`src/hdl/tkbt_pkg.sv`:
```
// ----------------------------------------------------------------------------
// Top-k box table package
// Shared types, table size, status and action codes, and the extent helper.
// ----------------------------------------------------------------------------
package tkbt_pkg;

    localparam int TABLE_ENTRIES = 16;
    localparam int IDX_W         = (TABLE_ENTRIES > 1) ? $clog2(TABLE_ENTRIES) : 1;

    typedef logic [IDX_W-1:0] t_idx;
    localparam t_idx LAST_IDX = t_idx'(TABLE_ENTRIES - 1);

    typedef logic [15:0] t_q16;

    // x_low sits in the low bits, y_high in the high bits
    typedef struct packed {
        t_q16 y_high;
        t_q16 x_high;
        t_q16 y_low;
        t_q16 x_low;
    } t_box;

    typedef struct packed {
        t_box box;
        t_q16 score;
    } t_entry;

    typedef struct packed {
        logic clear;
        logic re;
        t_idx raddr;
        logic we;
        t_idx waddr;
    } t_store_req;

    typedef logic [2:0] t_status;
    localparam t_status STATUS_DONE       = 3'd0;
    localparam t_status STATUS_INSERTED   = 3'd1;
    localparam t_status STATUS_UNDER      = 3'd2;
    localparam t_status STATUS_BELOW_LAST = 3'd3;
    localparam t_status STATUS_SUPPRESSED = 3'd4;

    typedef logic [1:0] t_action;
    localparam t_action ACT_CLEAR  = 2'd0;
    localparam t_action ACT_INSERT = 2'd1;
    localparam t_action ACT_READ   = 2'd2;

    localparam int MUL_A_W = 32;
    localparam int MUL_B_W = 16;
    localparam int PROD_W  = MUL_A_W + MUL_B_W;

    // Span from lo to hi, zero when inverted
    function automatic t_q16 extent(input t_q16 lo, input t_q16 hi);
        extent = (hi > lo) ? t_q16'(hi - lo) : '0;
    endfunction

endpackage

```
`src/hdl/tkbt_store.sv`:
```
// ----------------------------------------------------------------------------
// Top-k box table store
// One write port, one registered read port, per-entry valid bits.
// ----------------------------------------------------------------------------
module tkbt_store (
    input  logic                i_clk,
    input  logic                i_rst_n,
    input  tkbt_pkg::t_store_req i_req,
    input  tkbt_pkg::t_entry    i_wdata,
    output tkbt_pkg::t_entry    o_rdata
);
    import tkbt_pkg::*;

    t_entry                   r_mem [TABLE_ENTRIES];
    logic [TABLE_ENTRIES-1:0] r_valid;
    t_entry                   r_rdata;
    logic                     r_rvalid;

    always_ff @(posedge i_clk) begin
        if (i_req.we) begin
            r_mem[i_req.waddr] <= i_wdata;
        end
        if (i_req.re) begin
            r_rdata <= r_mem[i_req.raddr];
        end
    end

    // Invalid entries read as zero
    always_ff @(posedge i_clk) begin
        if (!i_rst_n) begin
            r_valid  <= '0;
            r_rvalid <= 1'b0;
        end else begin
            if (i_req.clear) begin
                r_valid <= '0;
            end else if (i_req.we) begin
                r_valid[i_req.waddr] <= 1'b1;
            end
            if (i_req.re) begin
                r_rvalid <= r_valid[i_req.raddr];
            end
        end
    end

    assign o_rdata = r_rvalid ? r_rdata : '0;

endmodule

```
`src/hdl/tkbt_mul.sv`:
```
// ----------------------------------------------------------------------------
// Top-k box table shared multiplier
// One 32x16 unsigned product per cycle, registered.
// ----------------------------------------------------------------------------
module tkbt_mul (
    input  logic                          i_clk,
    input  logic [tkbt_pkg::MUL_A_W-1:0]  i_a,
    input  logic [tkbt_pkg::MUL_B_W-1:0]  i_b,
    output logic [tkbt_pkg::PROD_W-1:0]   o_p
);
    import tkbt_pkg::*;

    logic [PROD_W-1:0] r_p;

    always_ff @(posedge i_clk) begin
        r_p <= PROD_W'(i_a) * PROD_W'(i_b);
    end

    assign o_p = r_p;

endmodule

```
`src/hdl/topk_box_table_with_overlap_suppression_core.sv`:
```
// ----------------------------------------------------------------------------
// Top-k detection box table with overlap suppression
// Sorted score table, overlap test by cross-multiplication, one shared
// multiplier stepped by a small sequencer.
// ----------------------------------------------------------------------------
// The block keeps up to TABLE_ENTRIES boxes sorted by descending score and
// answers one result item per input item. Clear, read and an insert under
// threshold go straight to the result; any other insert first reads the last
// entry, and one that scores below it ends there. A full insert then forms
// the suppress limit and scans the occupied entries from the top (up to and
// including the overlap hit, or all TABLE_ENTRIES); an empty slot ends the
// scan after its table read. It then shifts lower-scored entries down and
// writes the new one; a suppressed insert stops at the hit. Each scanned
// entry needs one table read and one pass through the shared multiplier,
// each shifted entry one registered read and then one write. Input stall
// stays high while an item is in work; a finished result sits in the output
// register, so the next item is taken while that result waits.
// The user must write configuration over the APB port only while the block
// is idle; the block itself does not enforce it. pready is always high.
// ----------------------------------------------------------------------------
module topk_box_table_with_overlap_suppression_core (
    input  logic        i_clk,
    input  logic        i_rst_n,

    input  logic        i_in_valid,
    output logic        o_in_stall,
    input  logic [1:0]  i_action,
    input  logic [15:0] i_x_low,
    input  logic [15:0] i_y_low,
    input  logic [15:0] i_x_high,
    input  logic [15:0] i_y_high,
    input  logic [15:0] i_confidence,
    input  logic [3:0]  i_entry_index,

    output logic        o_out_valid,
    input  logic        i_out_stall,
    output logic [2:0]  o_status,
    output logic [15:0] o_read_x_low,
    output logic [15:0] o_read_y_low,
    output logic [15:0] o_read_x_high,
    output logic [15:0] o_read_y_high,
    output logic [15:0] o_read_score,
    output logic [15:0] o_offered_count,

    input  logic        psel,
    input  logic        penable,
    input  logic        pwrite,
    input  logic [2:0]  paddr,
    input  logic [31:0] pwdata,
    output logic [31:0] prdata,
    output logic        pready
);
    import tkbt_pkg::*;

    localparam logic REG_THRESHOLD = 1'b0;
    localparam logic REG_FRACTION  = 1'b1;
    localparam t_q16 CFG_RESET     = 16'h8000;

    typedef enum logic [3:0] {
        S_IDLE,
        S_LAST_RD,
        S_AREA,
        S_FRAC,
        S_SCAN_MUL,
        S_SCAN_CMP,
        S_SHIFT_CHK,
        S_SHIFT,
        S_DONE
    } t_state;

    typedef enum logic [1:0] {
        MUL_AREA,
        MUL_FRAC,
        MUL_INTER
    } t_mul_sel;

    // Control registers
    t_state  r_state,   n_state;
    t_q16    r_thr,     n_thr;
    t_q16    r_frac,    n_frac;
    t_q16    r_offered, n_offered;
    logic    r_out_valid, n_out_valid;

    // Work and result registers
    t_box              r_box,       n_box;
    t_q16              r_conf,      n_conf;
    t_idx              r_pos,       n_pos;
    t_q16              r_cur_score, n_cur_score;
    logic [PROD_W-1:0] r_limit,     n_limit;
    t_status           r_res_status, n_res_status;
    logic              r_res_rd,    n_res_rd;
    t_status           r_out_status, n_out_status;
    t_entry            r_out_entry, n_out_entry;
    t_q16              r_out_count, n_out_count;

    t_store_req         s_req;
    t_entry             s_wdata;
    t_entry             s_rd;
    t_mul_sel           s_mul_sel;
    logic [MUL_A_W-1:0] s_mul_a;
    logic [MUL_B_W-1:0] s_mul_b;
    logic [PROD_W-1:0]  s_mul_p;
    logic               s_in_acc;
    logic               s_out_free;
    logic               s_hit;
    t_q16               s_ix_lo, s_ix_hi, s_iy_lo, s_iy_hi;

    tkbt_store u_store (
        .i_clk   (i_clk),
        .i_rst_n (i_rst_n),
        .i_req   (s_req),
        .i_wdata (s_wdata),
        .o_rdata (s_rd)
    );

    tkbt_mul u_mul (
        .i_clk (i_clk),
        .i_a   (s_mul_a),
        .i_b   (s_mul_b),
        .o_p   (s_mul_p)
    );

    assign o_in_stall = (r_state != S_IDLE);
    assign s_in_acc   = i_in_valid && !o_in_stall;
    assign s_out_free = !r_out_valid || !i_out_stall;

    // Intersection corners of the new box against the entry just read
    assign s_ix_lo = (r_box.x_low  > s_rd.box.x_low)  ? r_box.x_low  : s_rd.box.x_low;
    assign s_ix_hi = (r_box.x_high < s_rd.box.x_high) ? r_box.x_high : s_rd.box.x_high;
    assign s_iy_lo = (r_box.y_low  > s_rd.box.y_low)  ? r_box.y_low  : s_rd.box.y_low;
    assign s_iy_hi = (r_box.y_high < s_rd.box.y_high) ? r_box.y_high : s_rd.box.y_high;

    // Shared multiplier operands: box area, fraction times area, intersection
    always_comb begin
        case (s_mul_sel)
            MUL_AREA: begin
                s_mul_a = MUL_A_W'(extent(r_box.x_low, r_box.x_high));
                s_mul_b = extent(r_box.y_low, r_box.y_high);
            end
            MUL_FRAC: begin
                s_mul_a = s_mul_p[MUL_A_W-1:0];
                s_mul_b = r_frac;
            end
            default: begin
                s_mul_a = MUL_A_W'(extent(s_ix_lo, s_ix_hi));
                s_mul_b = extent(s_iy_lo, s_iy_hi);
            end
        endcase
    end

    // Suppress when intersection * 2^16 exceeds fraction * area
    assign s_hit = {s_mul_p[31:0], 16'h0000} > r_limit;

    assign prdata = {16'h0000, (paddr[2] == REG_FRACTION) ? r_frac : r_thr};
    assign pready = 1'b1;

    always_comb begin
        n_state      = r_state;
        n_thr        = r_thr;
        n_frac       = r_frac;
        n_offered    = r_offered;
        n_box        = r_box;
        n_conf       = r_conf;
        n_pos        = r_pos;
        n_cur_score  = r_cur_score;
        n_limit      = r_limit;
        n_res_status = r_res_status;
        n_res_rd     = r_res_rd;
        n_out_status = r_out_status;
        n_out_entry  = r_out_entry;
        n_out_count  = r_out_count;
        n_out_valid  = r_out_valid && i_out_stall;
        s_req        = '0;
        s_wdata      = '0;
        s_mul_sel    = MUL_INTER;

        // Register writes
        if (psel && penable && pwrite) begin
            case (paddr[2])
                REG_THRESHOLD: n_thr  = pwdata[15:0];
                REG_FRACTION:  n_frac = pwdata[15:0];
                default: ;
            endcase
        end

        case (r_state)
            S_IDLE: begin
                if (s_in_acc) begin
                    n_box        = '{y_high: i_y_high, x_high: i_x_high,
                                    y_low: i_y_low, x_low: i_x_low};
                    n_conf       = i_confidence;
                    n_res_status = STATUS_DONE;
                    n_res_rd     = 1'b0;
                    n_state      = S_DONE;
                    case (i_action)
                        ACT_CLEAR: begin
                            s_req.clear = 1'b1;
                            n_offered   = '0;
                        end
                        ACT_INSERT: begin
                            if (i_confidence <= r_thr) begin
                                n_res_status = STATUS_UNDER;
                            end else begin
                                if (r_offered != '1) begin
                                    n_offered = r_offered + 16'd1;
                                end
                                // fetch the last entry for the drop test
                                s_req.re    = 1'b1;
                                s_req.raddr = LAST_IDX;
                                n_state     = S_LAST_RD;
                            end
                        end
                        ACT_READ: begin
                            if (32'(i_entry_index) < TABLE_ENTRIES) begin
                                s_req.re    = 1'b1;
                                s_req.raddr = t_idx'(i_entry_index);
                                n_res_rd    = 1'b1;
                            end
                        end
                        default: ;
                    endcase
                end
            end
            S_LAST_RD: begin
                if (r_conf < s_rd.score) begin
                    n_res_status = STATUS_BELOW_LAST;
                    n_state      = S_DONE;
                end else begin
                    s_mul_sel = MUL_AREA;
                    n_state   = S_AREA;
                end
            end
            S_AREA: begin
                s_mul_sel = MUL_FRAC;
                n_state   = S_FRAC;
            end
            S_FRAC: begin
                // hold the suppress limit, start the scan at the top entry
                n_limit     = s_mul_p;
                s_req.re    = 1'b1;
                s_req.raddr = '0;
                n_pos       = '0;
                n_state     = S_SCAN_MUL;
            end
            S_SCAN_MUL: begin
                n_cur_score = s_rd.score;
                if (s_rd.score < r_thr) begin
                    // empty slot ends the scan
                    n_state = S_SHIFT_CHK;
                end else begin
                    s_mul_sel = MUL_INTER;
                    n_state   = S_SCAN_CMP;
                end
            end
            S_SCAN_CMP: begin
                if (s_hit) begin
                    if (r_cur_score >= r_conf) begin
                        n_res_status = STATUS_SUPPRESSED;
                        n_state      = S_DONE;
                    end else begin
                        n_state = S_SHIFT_CHK;
                    end
                end else if (r_pos == LAST_IDX) begin
                    n_state = S_SHIFT_CHK;
                end else begin
                    n_pos       = r_pos + t_idx'(1);
                    s_req.re    = 1'b1;
                    s_req.raddr = r_pos + t_idx'(1);
                    n_state     = S_SCAN_MUL;
                end
            end
            S_SHIFT_CHK: begin
                // r_cur_score is the original score at r_pos
                if ((r_pos != '0) && (r_cur_score < r_conf)) begin
                    s_req.re    = 1'b1;
                    s_req.raddr = r_pos - t_idx'(1);
                    n_state     = S_SHIFT;
                end else begin
                    s_req.we      = 1'b1;
                    s_req.waddr   = r_pos;
                    s_wdata.box   = r_box;
                    s_wdata.score = r_conf;
                    n_res_status  = STATUS_INSERTED;
                    n_state       = S_DONE;
                end
            end
            S_SHIFT: begin
                // move the entry above down one slot
                s_req.we    = 1'b1;
                s_req.waddr = r_pos;
                s_wdata     = s_rd;
                n_pos       = r_pos - t_idx'(1);
                n_cur_score = s_rd.score;
                n_state     = S_SHIFT_CHK;
            end
            S_DONE: begin
                if (s_out_free) begin
                    n_out_valid  = 1'b1;
                    n_out_status = r_res_status;
                    n_out_entry  = r_res_rd ? s_rd : '0;
                    n_out_count  = r_offered;
                    n_state      = S_IDLE;
                end
            end
            default: begin
                n_state = S_IDLE;
            end
        endcase
    end

    always_ff @(posedge i_clk) begin
        r_box        <= n_box;
        r_conf       <= n_conf;
        r_pos        <= n_pos;
        r_cur_score  <= n_cur_score;
        r_limit      <= n_limit;
        r_res_status <= n_res_status;
        r_res_rd     <= n_res_rd;
        r_out_status <= n_out_status;
        r_out_entry  <= n_out_entry;
        r_out_count  <= n_out_count;
        if (!i_rst_n) begin
            r_state     <= S_IDLE;
            r_thr       <= CFG_RESET;
            r_frac      <= CFG_RESET;
            r_offered   <= '0;
            r_out_valid <= 1'b0;
        end else begin
            r_state     <= n_state;
            r_thr       <= n_thr;
            r_frac      <= n_frac;
            r_offered   <= n_offered;
            r_out_valid <= n_out_valid;
        end
    end

    assign o_out_valid     = r_out_valid;
    assign o_status        = r_out_status;
    assign o_read_x_low    = r_out_entry.box.x_low;
    assign o_read_y_low    = r_out_entry.box.y_low;
    assign o_read_x_high   = r_out_entry.box.x_high;
    assign o_read_y_high   = r_out_entry.box.y_high;
    assign o_read_score    = r_out_entry.score;
    assign o_offered_count = r_out_count;

endmodule

```
`config.mk`:
```
export PLATFORM = sky130hd
export DESIGN_NAME = topk_box_table_with_overlap_suppression_core
export DESIGN_NICKNAME = d
export VERILOG_FILES = /design/src/hdl/tkbt_pkg.sv /design/src/hdl/tkbt_store.sv /design/src/hdl/tkbt_mul.sv /design/src/hdl/topk_box_table_with_overlap_suppression_core.sv
export SDC_FILE = /design/constraint.sdc
export NUM_CORES = 2
export LEC_CHECK = 0
export ABC_CLOCK_PERIOD_IN_PS = 13900
export BUFFER_PORTS_ARGS = -buffer_cell sky130_fd_sc_hd__buf_2
export CAP_MARGIN = 20
export CORE_MARGIN = 2
export CORE_UTILIZATION = 55
export CTS_CLUSTER_DIAMETER = 200
export DETAILED_ROUTE_END_ITERATION = 10
export PLACE_DENSITY = 0.81
export SYNTH_ARGS = -nofsm -noshare
export SYNTH_HDL_FRONTEND = slang
export SYNTH_SLANG_ARGS = --single-unit
```
`constraint.sdc`:
```
create_clock -name i_clk -period 13.9 [get_ports i_clk]
set_input_delay 2.78 -clock i_clk [delete_from_list [all_inputs] [get_ports i_clk]]
set_output_delay 2.78 -clock i_clk [all_outputs]
set_load 0.005 [all_outputs]
```
==> results.ini <==
[placement]
gp_congestion = 0.995
placement.cell_area_mm2 = 0.0943
io_buffers = 226
dp_hpwl_mm = 168

[pwr]
p_comb_frac = 0.187
powerDensity_mw_per_mm2 = 130
p_sw_frac = 0.291
seqPwrFrac = 0.453
p_int_w = 0.00921
ir_drop_v = 0.000140
p_clk_frac = 0.361
p_sw_w = 0.00378
p_leak_nw = 39.1

[critical_path]
required_ns = 14.59
crit_type = register to register
cp_slowest_stage_delay_ns = 0.64
regToRegSetupSlack_ns = 0.61
cp.depth = 48
crit_buf_inv = 8
ff2ff_path_depth = 48
cp-start-kind = register
crit_fanout = 22
critPathTopFamily = compound AO/OA/AOI/OAI gates
worstPathArrival_ns = 13.98
end_kind = register
slowest_stage = dfxtp_4

[logic_synthesis]
ys.flop_type = edfxtp_1
netlist.area_leader.share = 0.533
yosysSeqAreaShare = 0.559
ys_seq_elements = 1729
synthesis.area_mm2 = 0.0908
synth_top_area_cell = edfxtp_1
yosys_warnings = 0
synth.area.top_cells = edfxtp_1 (53%), fa_1 (9.3%), nand2_1 (6.8%)
synthArstFlopShare = 0
avgSynthCellArea_um2 = 11.6
netlist-cell-type-count = 78
synth_cells = 7859
synth-edff-count = 1611

[die]
initial_core_util = 0.552
core_region_area_mm2 = 0.164
die_w_um = 410
row_count = 149
die_area_mm2 = 0.168
ios = 262
die_h_um = 410

[flow_run]
cap_viol_max_count = 0

[cells_and_area]
num-fill-cells = 12100
drive_gt1_frac = 0.0899
nets = 8901
syn_to_final_growth_pct = 10.4
fin_area_mm2 = 0.100

[clock_network]
clk-insertion-delay-late_ns = 0.85
cts.clk_slew.worst_paths_ns = 0.07
cts_tree = yes
cts_sinks = 1729
ctsHtreeMaxLevel = 4
cts_root_buf = clkbuf_16
cts_buffers = 168
clockBufferDepth = 3

[route]
dr_total_vias = 65000
wire_per_inst_um = 26.1
via_per_inst = 6.29
ant_nets = 0
drt-pass1-iter-count = 8
drc = 0
dr.first_iter.drc_count = 9663
wirelength_mm = 270

[worst_hold_path]
hold_depth = 0
hold_path.class = register to register

[sta]
fmax_ghz = 0.0752
setup_viol_count_final = 0
fin_crit_sh = 0.956
fin_tns_setup_ns = 0
rsz0062_at_grt = no
min_period_ns = 13.29
tightest_slew_ns = 1.38
maxSlewHeadroom = 0.0791
slew_violations = 0
hold_violations = 0
clock_skew_ns = 0.0726

[global_routing]
grt_use_total = 0.317
antenna_found_initial = 17
grt_pass1_vias = 64100
grt_max_degree = 209
grt_pass1_wl_mm = 397
grt_overflow = 0

[outcome]
status = finished clean

==> cell type report <==
| cell class | instances | area (um^2) | area share |
|---|---|---|---|
| Sequential cell | 1729 | 50700 | 0.506 |
| Clock buffer | 203 | 4390 | 0.0438 |
| Inverter | 680 | 2550 | 0.0255 |
| Clock inverter | 104 | 1280 | 0.0128 |
| Multi-Input combinational cell | 5039 | 36100 | 0.360 |
| Antenna cell | 4 | 10.0 | 0.0000999 |
| Timing Repair Buffer | 387 | 2430 | 0.0243 |
| Tap cell | 2189 | 2740 | 0.0273 |
==> final timing paths <==
kind,start,end
min reg2reg,u_mul.o_p[32]$_DFF_P_,r_limit[32]$_DFFE_PP_
min,u_mul.o_p[32]$_DFF_P_,r_limit[32]$_DFFE_PP_
max,u_store.r_rvalid$_SDFFE_PN0P_,u_mul.o_p[46]$_DFF_P_
max reg2reg,u_store.r_rvalid$_SDFFE_PN0P_,u_mul.o_p[46]$_DFF_P_
==> flip-flops by register name, summed over array words and instances, names as in the netlist, 48 cells and up <==
register	cells
r_limit	48
u_store.r_mem	1280
u_mul.o_p	48
u_store.r_rdata	80
r_box	64
==> layout by cell type, fill, tap and decap left out, types with 52 or more instances in the layout <==
cell,Yosys,layout
buf_4,17,150
a21o_1,67,65
o221ai_1,83,83
inv_1,678,677
xnor2_1,71,71
nor2_1,326,312
nand2_1,1644,1640
buf_2,83,227
and2_1,131,131
nand2b_1,52,52
a21oi_1,248,244
mux2i_1,285,285
clkbuf_16,0,169
fa_1,422,422
o21ai_0,109,105
dfxtp_1,118,116
ha_1,346,346
a32oi_1,81,81
nand3_1,580,580
edfxtp_1,1611,1611
and3_1,124,123
==> cells by family (layout without fill, tap and decap cells) <==
kind of cell / Yosys count / count (layout) / share of synthesized area
AOI/OAI and AO/OA: 810 / 810 / 0.0612
other: 2 / 21 / 0.0000827
muxes: 319 / 319 / 0.0356
buffers and inverters: 1106 / 1374 / 0.0476
adders and majority gates: 768 / 768 / 0.141
and+or+nand+nor: 3028 / 3028 / 0.146
DFF: 1729 / 1729 / 0.559
xor gates and xnor gates: 97 / 97 / 0.00936
==> synthesized netlist by cell type (9+ instances only) <==
cell and count:
buf_1 39, edfxtp_1 1611, dfxtp_1 118, or3_1 23, nor3_1 38, ha_1 346
and2_1 131, fa_1 422, nand2_1 1644, xnor2_1 71, nor2_1 326, o21ai_0 109
mux2i_1 285, mux2_2 34, nor2b_1 28, inv_1 678, a21o_1 67, buf_4 17
and3_1 124, a22oi_1 16, a2111oi_0 9, nand4_1 32, nand2b_1 52, xor2_1 26
nand3_1 580, o21bai_1 16, o221ai_1 83, a31oi_1 9, a32oi_1 81, clkbuf_1 287
nor4_1 15, a211oi_1 17, o21a_1 49, a21oi_1 248, buf_2 83
==> per-layer routing <==
layer / vias up / global-route usage / share of wire
li1: 27600 / - / -
met1: 31600 / 0.417 / 0.35
met2: 4879 / 0.482 / 0.45
met3: 923 / 0.0964 / 0.14
met4: 14 / 0.150 / 0.053
met5: - / 0 / 0.00033
==> through the flow <==
stage | std cells | worst slack [ns] | total power, W | utilization | hold slack (ns)
detailed placement | 9999 | 0.282 | 0.00829 | 0.574 | 0.393
floorplan | 7874 | 1.69 | 0.00739 | - | 0.386
finish | 10300 | 0.610 | 0.0130 | 0.610 | 0.409
global placement | 9998 | 0.349 | 0.00825 | 0.574 | 0.394
global route | 10300 | 0.148 | 0.0134 | 0.610 | 0.420
CTS | 10300 | 0.184 | 0.0129 | 0.608 | 0.407
==> what timing repair did <==
action / in CTS / in global routing
endpoints found under the setup margin: 0 / 11
setup buffers: 0 / 1
gates resized for setup: 0 / 7
endpoints found under the hold margin: 0 / 0
hold buffers: 0 / 0
==> worst register-to-register path: cells and delay by family (launching register included) <==
family	cells	cell delay, ns
and+or+nand+nor	5	1.15
xor gates and xnor gates	1	0.15
muxes	1	0.18
adders and majority gates	9	4.17
buffers and inverters	8	1.08
DFF	1	0.64
AOI/OAI and AO/OA	24	5.79
==> power groups by stage <==
stage               Clock [W]  Combinational, W  Sequential, W
floorplan                   0           0.00149        0.00591
global placement            0           0.00228        0.00598
detailed placement          0           0.00231        0.00598
CTS                   0.00469           0.00235        0.00587
global route          0.00489           0.00261        0.00588
finish                0.00468           0.00242        0.00588
Power figures use the tool's default switching activity.
